[src/sv/rdpt_pkg.sv]
// Shared types, constants and the phase route table for the rotor disk pulse tracker.
// No dependencies; every other file imports this package.
`default_nettype none

package rdpt_pkg;

  // Pulse counter width default (top-level parameter takes it).
  localparam int COUNT_WIDTH_DEF = 32;

  localparam int SAMPLE_W   = 2;
  localparam int PHASE_W    = 4;
  localparam int PULSE_W    = 32;
  localparam int LEVEL_W    = 8;
  localparam int CFG_IDX_W  = 8;
  localparam int CFG_DATA_W = 8;

  // Register indexes on the configuration port.
  localparam logic [CFG_IDX_W-1:0] CFG_SHORT_SECTOR = 8'd0;
  localparam logic [CFG_IDX_W-1:0] CFG_MIXED_RUN    = 8'd1;
  localparam logic [CFG_IDX_W-1:0] CFG_QUAL_CEIL    = 8'd2;
  localparam logic [CFG_IDX_W-1:0] CFG_ZERO_RUN     = 8'd3;

  // Register reset values.
  localparam logic [LEVEL_W-1:0] SHORT_SECTOR_RST = 8'd2;
  localparam logic [LEVEL_W-1:0] MIXED_LIMIT_RST  = 8'd16;
  localparam logic [LEVEL_W-1:0] QUAL_CEIL_RST    = 8'd255;
  localparam logic [LEVEL_W-1:0] ZERO_LIMIT_RST   = 8'd100;

  // Run counter restart values.
  localparam logic [LEVEL_W-1:0] SECTOR_RUN_RST = 8'd2;
  localparam logic [LEVEL_W-1:0] MIXED_RUN_RST  = 8'd1;

  // Phase codes: idle, then enter / continued / mixed / zero for each sector.
  localparam logic [PHASE_W-1:0] PH_IDLE     = 4'd0;
  localparam logic [PHASE_W-1:0] PH_S0_ENTER = 4'd1;
  localparam logic [PHASE_W-1:0] PH_S0_CONT  = 4'd2;
  localparam logic [PHASE_W-1:0] PH_S0_MIXED = 4'd3;
  localparam logic [PHASE_W-1:0] PH_S0_ZERO  = 4'd4;
  localparam logic [PHASE_W-1:0] PH_S1_ENTER = 4'd5;
  localparam logic [PHASE_W-1:0] PH_S1_CONT  = 4'd6;
  localparam logic [PHASE_W-1:0] PH_S1_MIXED = 4'd7;
  localparam logic [PHASE_W-1:0] PH_S1_ZERO  = 4'd8;

  localparam logic [1:0] ROW_IDLE = 2'd0;
  localparam logic [1:0] ROW_S0   = 2'd1;
  localparam logic [1:0] ROW_S1   = 2'd2;

  // Route table: row by phase group, column by sensor sample.
  localparam logic [PHASE_W-1:0] ROUTE [3][4] = '{
    '{PH_IDLE,    PH_S0_ENTER, PH_S1_ENTER, PH_IDLE},
    '{PH_S0_ZERO, PH_S0_CONT,  PH_S1_ENTER, PH_S0_MIXED},
    '{PH_S1_ZERO, PH_S0_ENTER, PH_S1_CONT,  PH_S1_MIXED}
  };

  typedef struct packed {
    logic [LEVEL_W-1:0] short_sector_limit;
    logic [LEVEL_W-1:0] mixed_run_limit;
    logic [LEVEL_W-1:0] quality_ceiling;
    logic [LEVEL_W-1:0] zero_run_limit;
  } cfg_regs_t;

  typedef struct packed {
    logic [PHASE_W-1:0] phase;
    logic [PULSE_W-1:0] pulse_count;
    logic [LEVEL_W-1:0] quality_level;
    logic               halted;
    logic               counted;
  } result_t;

  function automatic logic [1:0] route_row(input logic [PHASE_W-1:0] ph);
    logic [1:0] row;
    if (ph >= PH_S0_ENTER && ph <= PH_S0_ZERO) row = ROW_S0;
    else if (ph >= PH_S1_ENTER && ph <= PH_S1_ZERO) row = ROW_S1;
    else row = ROW_IDLE;
    return row;
  endfunction

  function automatic logic [PHASE_W-1:0] route_next(input logic [PHASE_W-1:0] ph,
                                                    input logic [SAMPLE_W-1:0] s);
    return ROUTE[route_row(ph)][s];
  endfunction

endpackage

`default_nettype wire

[src/sv/rdpt_if.sv]
// Valid/ready channel interfaces: sensor samples, result words, configuration writes.
// Depends on rdpt_pkg.
`default_nettype none

interface rdpt_sample_if;
  import rdpt_pkg::*;
  logic                valid;
  logic                ready;
  logic [SAMPLE_W-1:0] sensor_bits;
  modport source (output valid, output sensor_bits, input ready);
  modport sink   (input valid, input sensor_bits, output ready);
endinterface

interface rdpt_result_if;
  import rdpt_pkg::*;
  logic               valid;
  logic               ready;
  logic [PHASE_W-1:0] phase;
  logic [PULSE_W-1:0] pulse_count;
  logic [LEVEL_W-1:0] quality_level;
  logic               halted;
  logic               counted;
  modport source (output valid, output phase, output pulse_count, output quality_level,
                  output halted, output counted, input ready);
  modport sink   (input valid, input phase, input pulse_count, input quality_level,
                  input halted, input counted, output ready);
endinterface

interface rdpt_cfg_if;
  import rdpt_pkg::*;
  logic                  valid;
  logic                  ready;
  logic [CFG_IDX_W-1:0]  index;
  logic [CFG_DATA_W-1:0] data;
  modport source (output valid, output index, output data, input ready);
  modport sink   (input valid, input index, input data, output ready);
endinterface

`default_nettype wire

[src/sv/rdpt_core.sv]
// Tracker state: phase, pulse total, run counters, quality and halt, with the
// per-sample update and the result word it produces. Depends on rdpt_pkg.
`default_nettype none

module rdpt_core #(
  parameter int COUNT_WIDTH = rdpt_pkg::COUNT_WIDTH_DEF
) (
  input  wire logic                             clk,
  input  wire logic                             rst,
  input  wire logic                             step,
  input  wire logic [rdpt_pkg::SAMPLE_W-1:0]    sensor_bits,
  input  wire rdpt_pkg::cfg_regs_t              cfg_regs,
  output rdpt_pkg::result_t                     res_next
);
  import rdpt_pkg::*;

  logic [PHASE_W-1:0]     phase_reg,   phase_reg_next;
  logic [COUNT_WIDTH-1:0] pulse_total, pulse_total_next;
  logic [LEVEL_W-1:0]     zero_run,    zero_run_next;
  logic [LEVEL_W-1:0]     sector_run,  sector_run_next;
  logic [LEVEL_W-1:0]     mixed_run,   mixed_run_next;
  logic [LEVEL_W-1:0]     quality,     quality_next;
  logic                   halt_flag,   halt_flag_next;
  logic                   counted;

  // Mixed-run step, shared by the continued and mixed phases.
  logic [LEVEL_W-1:0] mix_run_step;
  logic [LEVEL_W-1:0] mix_qual_step;
  logic [LEVEL_W-1:0] sector_age;

  always_comb begin
    if (mixed_run < cfg_regs.mixed_run_limit) begin
      mix_run_step  = mixed_run + 8'd1;
      mix_qual_step = quality;
    end else begin
      mix_run_step  = MIXED_RUN_RST;
      mix_qual_step = (quality < cfg_regs.quality_ceiling) ? quality + 8'd1 : quality;
    end
  end

  assign sector_age = sector_run - 8'd1;

  always_comb begin
    phase_reg_next   = phase_reg;
    pulse_total_next = pulse_total;
    zero_run_next    = zero_run;
    sector_run_next  = sector_run;
    mixed_run_next   = mixed_run;
    quality_next     = quality;
    halt_flag_next   = halt_flag;
    counted          = 1'b0;
    if (!halt_flag) begin
      phase_reg_next = route_next(phase_reg, sensor_bits);
      case (phase_reg_next) inside
        PH_IDLE: begin
          zero_run_next   = '0;
          sector_run_next = SECTOR_RUN_RST;
          mixed_run_next  = MIXED_RUN_RST;
        end
        PH_S0_ENTER, PH_S1_ENTER: begin
          pulse_total_next = pulse_total + COUNT_WIDTH'(1);
          counted          = 1'b1;
          // Sector left too quickly: quality drops, floored at zero.
          if (sector_age < cfg_regs.short_sector_limit && quality != '0) begin
            quality_next = quality - 8'd1;
          end
          zero_run_next   = '0;
          sector_run_next = SECTOR_RUN_RST;
          mixed_run_next  = MIXED_RUN_RST;
        end
        PH_S0_CONT, PH_S1_CONT: begin
          // Sector run sticks at zero once it has wrapped.
          if (sector_run != '0) sector_run_next = sector_run + 8'd1;
          mixed_run_next = mix_run_step;
          quality_next   = mix_qual_step;
        end
        PH_S0_MIXED, PH_S1_MIXED: begin
          mixed_run_next = mix_run_step;
          quality_next   = mix_qual_step;
        end
        default: begin
          if (zero_run < cfg_regs.zero_run_limit) zero_run_next = zero_run + 8'd1;
          else halt_flag_next = 1'b1;
        end
      endcase
    end
  end

  always_ff @(posedge clk) begin
    if (rst) begin
      phase_reg   <= PH_IDLE;
      pulse_total <= '0;
      zero_run    <= '0;
      sector_run  <= SECTOR_RUN_RST;
      mixed_run   <= MIXED_RUN_RST;
      quality     <= '0;
      halt_flag   <= 1'b0;
    end else if (step) begin
      phase_reg   <= phase_reg_next;
      pulse_total <= pulse_total_next;
      zero_run    <= zero_run_next;
      sector_run  <= sector_run_next;
      mixed_run   <= mixed_run_next;
      quality     <= quality_next;
      halt_flag   <= halt_flag_next;
    end
  end

  always_comb begin
    res_next.phase         = phase_reg_next;
    res_next.pulse_count   = PULSE_W'(pulse_total_next);
    res_next.quality_level = quality_next;
    res_next.halted        = halt_flag_next;
    res_next.counted       = counted;
  end

  // Halt is sticky until reset.
  a_halt_sticky: assert property (@(posedge clk) disable iff (rst)
    halt_flag |=> halt_flag)
    else $error("halt flag dropped without reset");

  // Once halted, a sample changes nothing.
  a_halt_freezes: assert property (@(posedge clk) disable iff (rst)
    (step && halt_flag) |=> ($stable(phase_reg) && $stable(pulse_total) && $stable(quality)))
    else $error("state moved while halted");

  // A pulse is counted only on a sector entry.
  a_count_on_enter: assert property (@(posedge clk) disable iff (rst)
    res_next.counted |-> (res_next.phase == PH_S0_ENTER || res_next.phase == PH_S1_ENTER))
    else $error("pulse counted outside a sector entry");

  // No sample, no state change.
  a_idle_holds: assert property (@(posedge clk) disable iff (rst)
    !step |=> ($stable(phase_reg) && $stable(quality) && $stable(halt_flag)))
    else $error("state moved without a sample");

  // Phase stays within the nine route states.
  a_phase_range: assert property (@(posedge clk) disable iff (rst)
    phase_reg <= PH_S1_ZERO)
    else $error("phase out of range");

endmodule

`default_nettype wire

[src/sv/rotor_disk_pulse_tracker.sv]
// Top level of the rotor disk pulse tracker: channel handshakes, configuration
// registers, input and result registers. Depends on rdpt_pkg, rdpt_if, rdpt_core.
//
//   channel  dir  word                                             handshake
//   -------  ---  -----------------------------------------------  ---------
//   sample   in   sensor_bits[1:0]                                 valid/ready
//   result   out  phase, pulse_count, quality_level, halted,       valid/ready
//                 counted
//   cfg      in   index[7:0], data[7:0]                            valid/ready
//
// One sample word per cycle, sustained while the result channel is not stalled. The
// sample is captured in the input register, the state update runs in one combinational
// pass from that register, and the result word lands in the output register.
// rst (synchronous) clears both register valids, the tracker state and the
// configuration registers to their defaults. A stalled result holds in the output
// register; while the output is full, the input register still takes a word if it is empty.
`default_nettype none

module rotor_disk_pulse_tracker #(
  parameter int COUNT_WIDTH = rdpt_pkg::COUNT_WIDTH_DEF
) (
  input wire logic       clk,
  input wire logic       rst,
  rdpt_sample_if.sink    sample,
  rdpt_result_if.source  result,
  rdpt_cfg_if.sink       cfg
);
  import rdpt_pkg::*;

  // Configuration registers; the user must write them only while the block is idle (not enforced here).
  cfg_regs_t cfg_regs;

  // Input register stage.
  logic                s1_valid;
  logic [SAMPLE_W-1:0] s1_bits;

  // Result register stage.
  logic    out_valid;
  result_t out_word;
  result_t res_next;

  logic advance;   // result register can take a new word this cycle
  logic step;      // the held sample is processed this cycle

  assign advance      = !out_valid || result.ready;
  assign step         = s1_valid && advance;
  assign sample.ready = !s1_valid || advance;
  assign cfg.ready    = 1'b1;

  always_ff @(posedge clk) begin
    if (rst) begin
      cfg_regs.short_sector_limit <= SHORT_SECTOR_RST;
      cfg_regs.mixed_run_limit    <= MIXED_LIMIT_RST;
      cfg_regs.quality_ceiling    <= QUAL_CEIL_RST;
      cfg_regs.zero_run_limit     <= ZERO_LIMIT_RST;
    end else if (cfg.valid) begin
      case (cfg.index)
        CFG_SHORT_SECTOR: cfg_regs.short_sector_limit <= cfg.data;
        CFG_MIXED_RUN:    cfg_regs.mixed_run_limit    <= cfg.data;
        CFG_QUAL_CEIL:    cfg_regs.quality_ceiling    <= cfg.data;
        CFG_ZERO_RUN:     cfg_regs.zero_run_limit     <= cfg.data;
        default: ;  // writes beyond the register list are dropped
      endcase
    end
  end

  // Input register: refill on accept, drain when processed.
  always_ff @(posedge clk) begin
    if (rst) begin
      s1_valid <= 1'b0;
    end else if (sample.valid && sample.ready) begin
      s1_valid <= 1'b1;
    end else if (step) begin
      s1_valid <= 1'b0;
    end
  end

  always_ff @(posedge clk) begin
    if (sample.valid && sample.ready) s1_bits <= sample.sensor_bits;
  end

  rdpt_core #(
    .COUNT_WIDTH (COUNT_WIDTH)
  ) u_core (
    .clk         (clk),
    .rst         (rst),
    .step        (step),
    .sensor_bits (s1_bits),
    .cfg_regs    (cfg_regs),
    .res_next    (res_next)
  );

  // Result register.
  always_ff @(posedge clk) begin
    if (rst) begin
      out_valid <= 1'b0;
    end else if (step) begin
      out_valid <= 1'b1;
    end else if (result.ready) begin
      out_valid <= 1'b0;
    end
  end

  always_ff @(posedge clk) begin
    if (step) out_word <= res_next;
  end

  assign result.valid         = out_valid;
  assign result.phase         = out_word.phase;
  assign result.pulse_count   = out_word.pulse_count;
  assign result.quality_level = out_word.quality_level;
  assign result.halted        = out_word.halted;
  assign result.counted       = out_word.counted;

endmodule

`default_nettype wire

[src/flat_wrapper.sv]
// flat-port wrapper written by rule: the top's interface ports become plain ports
module rotor_disk_pulse_tracker_flat import rdpt_pkg::*;
#(
  parameter int COUNT_WIDTH = rdpt_pkg::COUNT_WIDTH_DEF
)
  (clk, rst, sample_valid, sample_sensor_bits, sample_ready, result_valid, result_phase, result_pulse_count, result_quality_level, result_halted, result_counted, result_ready, cfg_valid, cfg_index, cfg_data, cfg_ready);
  rdpt_sample_if sample_i ();
  rdpt_result_if result_i ();
  rdpt_cfg_if cfg_i ();
  input wire logic clk;
  input wire logic rst;
  input wire logic [$bits(sample_i.valid)-1:0] sample_valid;
  input wire logic [$bits(sample_i.sensor_bits)-1:0] sample_sensor_bits;
  output wire logic [$bits(sample_i.ready)-1:0] sample_ready;
  output wire logic [$bits(result_i.valid)-1:0] result_valid;
  output wire logic [$bits(result_i.phase)-1:0] result_phase;
  output wire logic [$bits(result_i.pulse_count)-1:0] result_pulse_count;
  output wire logic [$bits(result_i.quality_level)-1:0] result_quality_level;
  output wire logic [$bits(result_i.halted)-1:0] result_halted;
  output wire logic [$bits(result_i.counted)-1:0] result_counted;
  input wire logic [$bits(result_i.ready)-1:0] result_ready;
  input wire logic [$bits(cfg_i.valid)-1:0] cfg_valid;
  input wire logic [$bits(cfg_i.index)-1:0] cfg_index;
  input wire logic [$bits(cfg_i.data)-1:0] cfg_data;
  output wire logic [$bits(cfg_i.ready)-1:0] cfg_ready;
  assign sample_i.valid = sample_valid;
  assign sample_i.sensor_bits = sample_sensor_bits;
  assign sample_ready = sample_i.ready;
  assign result_valid = result_i.valid;
  assign result_phase = result_i.phase;
  assign result_pulse_count = result_i.pulse_count;
  assign result_quality_level = result_i.quality_level;
  assign result_halted = result_i.halted;
  assign result_counted = result_i.counted;
  assign result_i.ready = result_ready;
  assign cfg_i.valid = cfg_valid;
  assign cfg_i.index = cfg_index;
  assign cfg_i.data = cfg_data;
  assign cfg_ready = cfg_i.ready;
  rotor_disk_pulse_tracker #(.COUNT_WIDTH(COUNT_WIDTH)) u_core (.clk(clk), .rst(rst), .sample(sample_i), .result(result_i), .cfg(cfg_i));
endmodule
[config.mk]
export PLATFORM = sky130hd
export DESIGN_NAME = rotor_disk_pulse_tracker_flat
export DESIGN_NICKNAME = d
export VERILOG_FILES = /design/src/sv/rdpt_pkg.sv /design/src/sv/rdpt_if.sv /design/src/sv/rdpt_core.sv /design/src/sv/rotor_disk_pulse_tracker.sv /design/src/flat_wrapper.sv
export SDC_FILE = /design/constraint.sdc
export NUM_CORES = 1
export LEC_CHECK = 0
export ABC_AREA = 0
export BUFFER_PORTS_ARGS = -buffer_cell sky130_fd_sc_hd__buf_4
export CAP_MARGIN = 20
export CORE_UTILIZATION = 42
export DETAILED_ROUTE_END_ITERATION = 7
export GPL_TIMING_DRIVEN = 1
export SETUP_SLACK_MARGIN = 0.5
export SKIP_CTS_REPAIR_TIMING = 1
export SYNTH_ARGS = -nofsm -noshare
export SYNTH_HDL_FRONTEND = slang
export SYNTH_HIERARCHICAL = 1
export SYNTH_SLANG_ARGS = --single-unit
[constraint.sdc]
create_clock -name clk -period 4.8 [get_ports clk]
set_input_delay 0.24 -clock clk [delete_from_list [all_inputs] [get_ports clk]]
set_output_delay 0.24 -clock clk [all_outputs]
set_load 0.02 [all_outputs]
## After elaboration in Yosys (flattened, before gate mapping)

Index checks and enable logic that the tools add are counted.

- Flip-flop bits (word level): 151
- Input port bits: 23
- Output and inout port bits: 49
- Word-level logic and storage cells: 126

- Add/subtract/negate cells: 7
- $lt $le $gt $ge: 10
- Equality and inequality tests: 11
- Multiplexer cells: 46
- Bitwise gates (word level): 3
- Reductions and logical operators: 30

Operators with widths:

| cell | number |
|---|---|
| 8-bit 2-to-1 mux | 22 |
| 32-bit 2-to-1 mux | 3 |
| 32-bit by 1-bit adder with 32-bit output (second input constant) | 1 |
| 8-bit by 1-bit adder with 8-bit output (second input constant) | 4 |
| 16-bit binary-select mux with 2-bit select | 1 |
| 8-bit less-than comparator | 4 |
| 16-bit 2-to-1 mux | 2 |
| 8-bit by 2-bit equality test with 1-bit output (second input constant) | 2 |
| 8-bit nonzero test | 2 |
| 8-bit by 1-bit subtractor with 8-bit output (second input constant) | 2 |
| 4-bit by 3-bit equality test with 1-bit output (second input constant) | 3 |
| 4-bit 2-to-1 mux | 3 |
| 1-bit 2-to-1 mux | 11 |
| 3-bit nonzero test | 3 |
| 4-bit binary-select mux with 2-bit select | 1 |
| 4-bit by 2-bit equality test with 1-bit output (second input constant) | 2 |
| 8-bit by 1-bit equality test with 1-bit output (second input constant) | 1 |
| 8-bit zero test | 1 |
| 2-bit AND reduction | 4 |
| 2-bit OR reduction | 4 |
| 3-bit greater-or-equal comparator (second input constant) | 2 |
| 2-bit 2-to-1 mux | 3 |
| 3-bit by 2-bit inequality test with 1-bit output (second input constant) | 2 |
| 2-bit NOT with 3-bit output | 2 |
| other kinds (15) | 22 |

## Depth between registers and ports, before layout

- Depth after elaboration: 19
- Gate-level depth with buffers: 13
- Mapped depth without buffers: 11

## Modules after synthesis

The synthesis kept the hierarchy.

Modules (own cells, without submodules):

| module | times used | cells each | area an instance (µm²) | sequential area each (µm²) |
|---|---|---|---|---|
| rdpt_core | 1 | 722 | 5,450.2 | 1,381.3 |
| rotor_disk_pulse_tracker | 1 | 186 | 2,859.0 | 2,122.0 |

## Least setup slack after synthesis

No wires, ideal clock.

- Path type: reg2reg
- Start point: register u_core.out_valid, in the netlist u_core/result.valid
- End point: register u_core.u_core.sector_run[3]
- Setup time: 0.135 ns
- Data arrival time: 4.029 ns
- Required time: 4.665 ns
- Slack: 0.637 ns
- Stages on the path, launching flop included: 10
- Path buffers: 2
- Period minus slack after synthesis: 4.163 ns
- Cells stage by stage: dfxtp_1 nor2b_1 nor2b_1 clkbuf_1 nor2b_1 clkbuf_1 nand4_1 a21oi_1 xnor2_1 nor2_1

- Longest elaborated chain between the ends: 4

RTL lines:

| what | RTL line | RTL |
|---|---|---|
| start, declared | rotor_disk_pulse_tracker.sv:38 | `logic out_valid;` |
| start signal, assigned | rotor_disk_pulse_tracker.sv:96 | `out_valid <= 1'b0;` |
| start signal, assigned | rotor_disk_pulse_tracker.sv:98 | `out_valid <= 1'b1;` |
| start signal, assigned | rotor_disk_pulse_tracker.sv:100 | `out_valid <= 1'b0;` |
| 1-bit zero test | rotor_disk_pulse_tracker.sv:45 | `assign advance = !out_valid \|\| result.ready;` |
| 1-bit logical OR | rotor_disk_pulse_tracker.sv:45 |  |
| 1-bit logical AND | rotor_disk_pulse_tracker.sv:46 | `assign step = s1_valid && advance;` |
| net u_core.step | rotor_disk_pulse_tracker.sv:43 | `logic step;` |
| 4-bit AND reduction (no source line) | - |  |
| end signal, assigned | rdpt_core.sv:102 | `sector_run <= sector_run_next;` |
| end, declared | rdpt_core.sv:20 | `logic [LEVEL_W-1:0] sector_run, sector_run_next;` |

The timed path passes the listed nets, and every way through them passes these cells.
A chain may end at the register's enable or synchronous reset.

## Worst setup path in the final report

- Start point: register u_core.u_core.sector_run[2]
- End point: register u_core.u_core.quality[6]

- Longest elaborated chain between the ends: 7

RTL lines:

| what | RTL line | RTL |
|---|---|---|
| 8-bit by 1-bit subtractor with 8-bit output | rdpt_core.sv:41 | `assign sector_age = sector_run - 8'd1;` |
| 8-bit less-than comparator | rdpt_core.sv:64 | `if (sector_age < cfg_regs.short_sector_limit && quality != '0) begin` |
| 1-bit logical AND | rdpt_core.sv:64 |  |
| 8-bit 2-to-1 mux | rdpt_core.sv:64 |  |
| 8-bit 2-to-1 mux (2 in a row) | rdpt_core.sv:54 | `case (phase_reg_next) inside` |
| 8-bit 2-to-1 mux | rdpt_core.sv:52 | `if (!halt_flag) begin` |
| end signal, assigned | rdpt_core.sv:104 | `quality <= quality_next;` |
| end, declared | rdpt_core.sv:22 | `logic [LEVEL_W-1:0] quality, quality_next;` |

Every way passes these cells.

==> out/qor.yml <==
timing:
  min_period_ns: 3.40
  finalClockSkew_ns: 0.00875
  slew_violations: 0
  fmax_mhz: 294
  rsz0062_at_grt: "false"
  tightest_slew_ns: 0.988
  setup-tns-final_ns: 0
  finalSetupViolations: 0
  hold_viol: 0
  relSlewSlack: 0.333
  fin_crit_sh: 0.708
synthesis:
  synth_area_leader_cell: "dfxtp_1"
  synth_seq_cells: 151
  synth_top_area_share: 0.248
  synth-edff-count: 48
  seq_area_frac_synth: 0.422
  ys_warn_count: 6
  syn_avg_cell_area_um2: 9.15
  syn_inst: 908
  syn-num-nets: 968
  yosys_most_used_dff: "dfxtp_1"
  yosysMostFrequentCell: "dfxtp_1"
  synthArstFlopShare: 0
  synthTopCellsByCount: "dfxtp_1, nor2_1, nand2_1, edfxtp_1, xnor2_1"
  synth_cell_types: 75
  synthTopCellsByArea: "dfxtp_1, edfxtp_1, ha_1, xnor2_1, nor2_1"
  syn_area_um2: 8310
worst_setup_path:
  crit_fanout: 10
  cp-end-kind: "flip-flop"
  crit_type: "reg -> reg"
  crit_required_ns: 5.12
  arrival_ns: 3.72
  worstSetupStartpointType: "flip-flop"
cells_and_area:
  num-nets-final: 1016
  instances_no_fill: 1234
  post-route-util: 0.494
  syn_to_final_growth_pct: 15.3
  drive_above_1_share: 0.136
  antenna_cells: 0
power_and_ir_drop:
  power_mw: 2.91
  ir_drop_v: 0.000244
  leakage_nw: 3.79
  power_density_nw_per_um2: 304
grt:
  grt_use_total: 0.192
  grt_antenna_before_repair: 0
  grt_max_degree: 57
  gr-total-overflow: 0
  grt_first_pass_wirelength_um: 30800
  grt_pass1_vias: 6132
cts:
  ctsLongestPathBuffers: 2
  cts_tree: "built"
  htreeDepth: 4
  cts_root_buffer: "clkbuf_16"
  clock_latency_ns: 0.43
  clk_pin_slew_ns: 0.07
  cts_made_buffers: 17
  cts.sinks: 151
placement:
  routabilityCongestion: 0.850
  portBuffers: 70
  dp_hpwl_um: 12900
  dp_cells: 1200
drt:
  avgRoutedWirePerCell_um: 15.1
  wl_met2_um: 8430
  drt-pass1-iter-count: 6
  top_layer: "met4"
  viasPerCell: 5.33
  vias: 6579
  totalWireLength_um: 18600
  drtIter0Drc: 420
  antenna_left: 0
  route.detailed.drc: 0
  wl_met3_um: 609
  wl_met1_um: 9280
floorplanning:
  placementRows: 51
  dieHeight_um: 143
  pin_count: 72
  start_util: 0.428
  core_um2: 19400
  die_w_um: 143
  dieArea_um2: 20400
hold_path:
  hp-class: "in -> reg"
run_status:
  status: "finished, final reports clean"
run:
  cap_viol_max_count: 0
==> power by group <==
part / switching (mW) / leakage, nW / internal [mW]
combinational: 0.170 / 2.25 / 0.0929
sequential: 0.0202 / 1.27 / 1.34
clock: 0.599 / 0.272 / 0.687
==> critical path, stage by stage (launching register included) <==
cell     delay (ns)
dfxtp_1        0.38
nor4_1         0.45
nor4b_1        0.35
xor2_1         0.18
ha_1           0.25
o21ai_0        0.07
nor2_1         0.06
a311o_1        0.45
or4b_1         0.55
o22ai_1        0.19
mux2_2         0.35
==> routing by layer <==
| metal | GRT usage | vias to the layer above |
|---|---|---|
| met5 | 0 | - |
| met4 | 0.0640 | 0 |
| met3 | 0.0366 | 26 |
| met2 | 0.307 | 135 |
| met1 | 0.261 | 3103 |
| li1 | - | 3315 |
==> kinds of logic (layout without fill, tap and decap cells) <==
logic type,Yosys count,in the layout,share of synthesized area
buf+inv,91,152,0.0464
mux,44,44,0.0544
simple gates,377,377,0.237
flops,151,151,0.422
compound gates,126,126,0.0991
other cells,1,1,0.000451
xor+xnor,81,81,0.0854
fa+ha+maj,37,37,0.0557
==> final cells by class <==
type / instances / area (µm²)
inverter: 42 / 158
clock inverter: 14 / 138
timing repair buffer: 78 / 591
multi-input combinational: 666 / 4430
sequential: 151 / 3500
clock buffer: 18 / 429
fill: 1862 / 9820
tap: 265 / 332
==> final timing paths <==
check	startpoint	endpoint	slack (ns)	cells past startpoint
hold reg to reg	u_core/cfg_regs[17]$_SDFFE_PP0P_	u_core/cfg_regs[17]$_SDFFE_PP0P_	0.47	2
setup reg to reg	u_core/u_core/sector_run[2]$_SDFFE_PP0P_	u_core/u_core/quality[6]$_SDFFE_PP0P_	1.40	10
setup / recovery	u_core/u_core/sector_run[2]$_SDFFE_PP0P_	u_core/u_core/quality[6]$_SDFFE_PP0P_	1.40	10
hold / removal	sample_valid	u_core/s1_valid$_SDFFE_PP0P_	0.06	3
==> cells in the final DEF, fill, tap and decap left out, drive strengths merged, types with 4 or more instances in the layout <==
master | synthesis | layout
nor3 | 23 | 23
nor2b | 14 | 14
nor4 | 15 | 15
dfxtp | 103 | 103
ha | 37 | 37
o21ai | 31 | 31
nand3 | 37 | 37
o2bb2ai | 4 | 4
clkbuf | 31 | 18
and4 | 8 | 8
a31oi | 10 | 10
or4 | 8 | 8
a211oi | 4 | 4
and2 | 6 | 6
or3 | 14 | 14
mux2i | 35 | 35
clkinv | 1 | 6
xnor2 | 47 | 47
nand2 | 68 | 68
buf | 18 | 76
nand4 | 22 | 22
nand2b | 31 | 31
xor2 | 34 | 34
inv | 41 | 48
mux2 | 9 | 9
edfxtp | 48 | 48
o211ai | 7 | 7
a21oi | 36 | 36
nor2 | 100 | 100
and3 | 15 | 15
==> stage by stage <==
step | worst slack, ns | instance area [µm²] | hold slack (ns)
4_1_cts | 1.44 | 9560 | -0.0175
2_1_floorplan | 0.637 | 8310 | 0.339
5_1_grt | 1.15 | 9580 | 0.0739
3_5_place_dp | 1.47 | 8990 | 0.430
6_report | 1.40 | 9580 | 0.0620
3_3_place_gp | 1.48 | 8990 | 0.435
No activity file was read; power rests on OpenSTA's default activity.
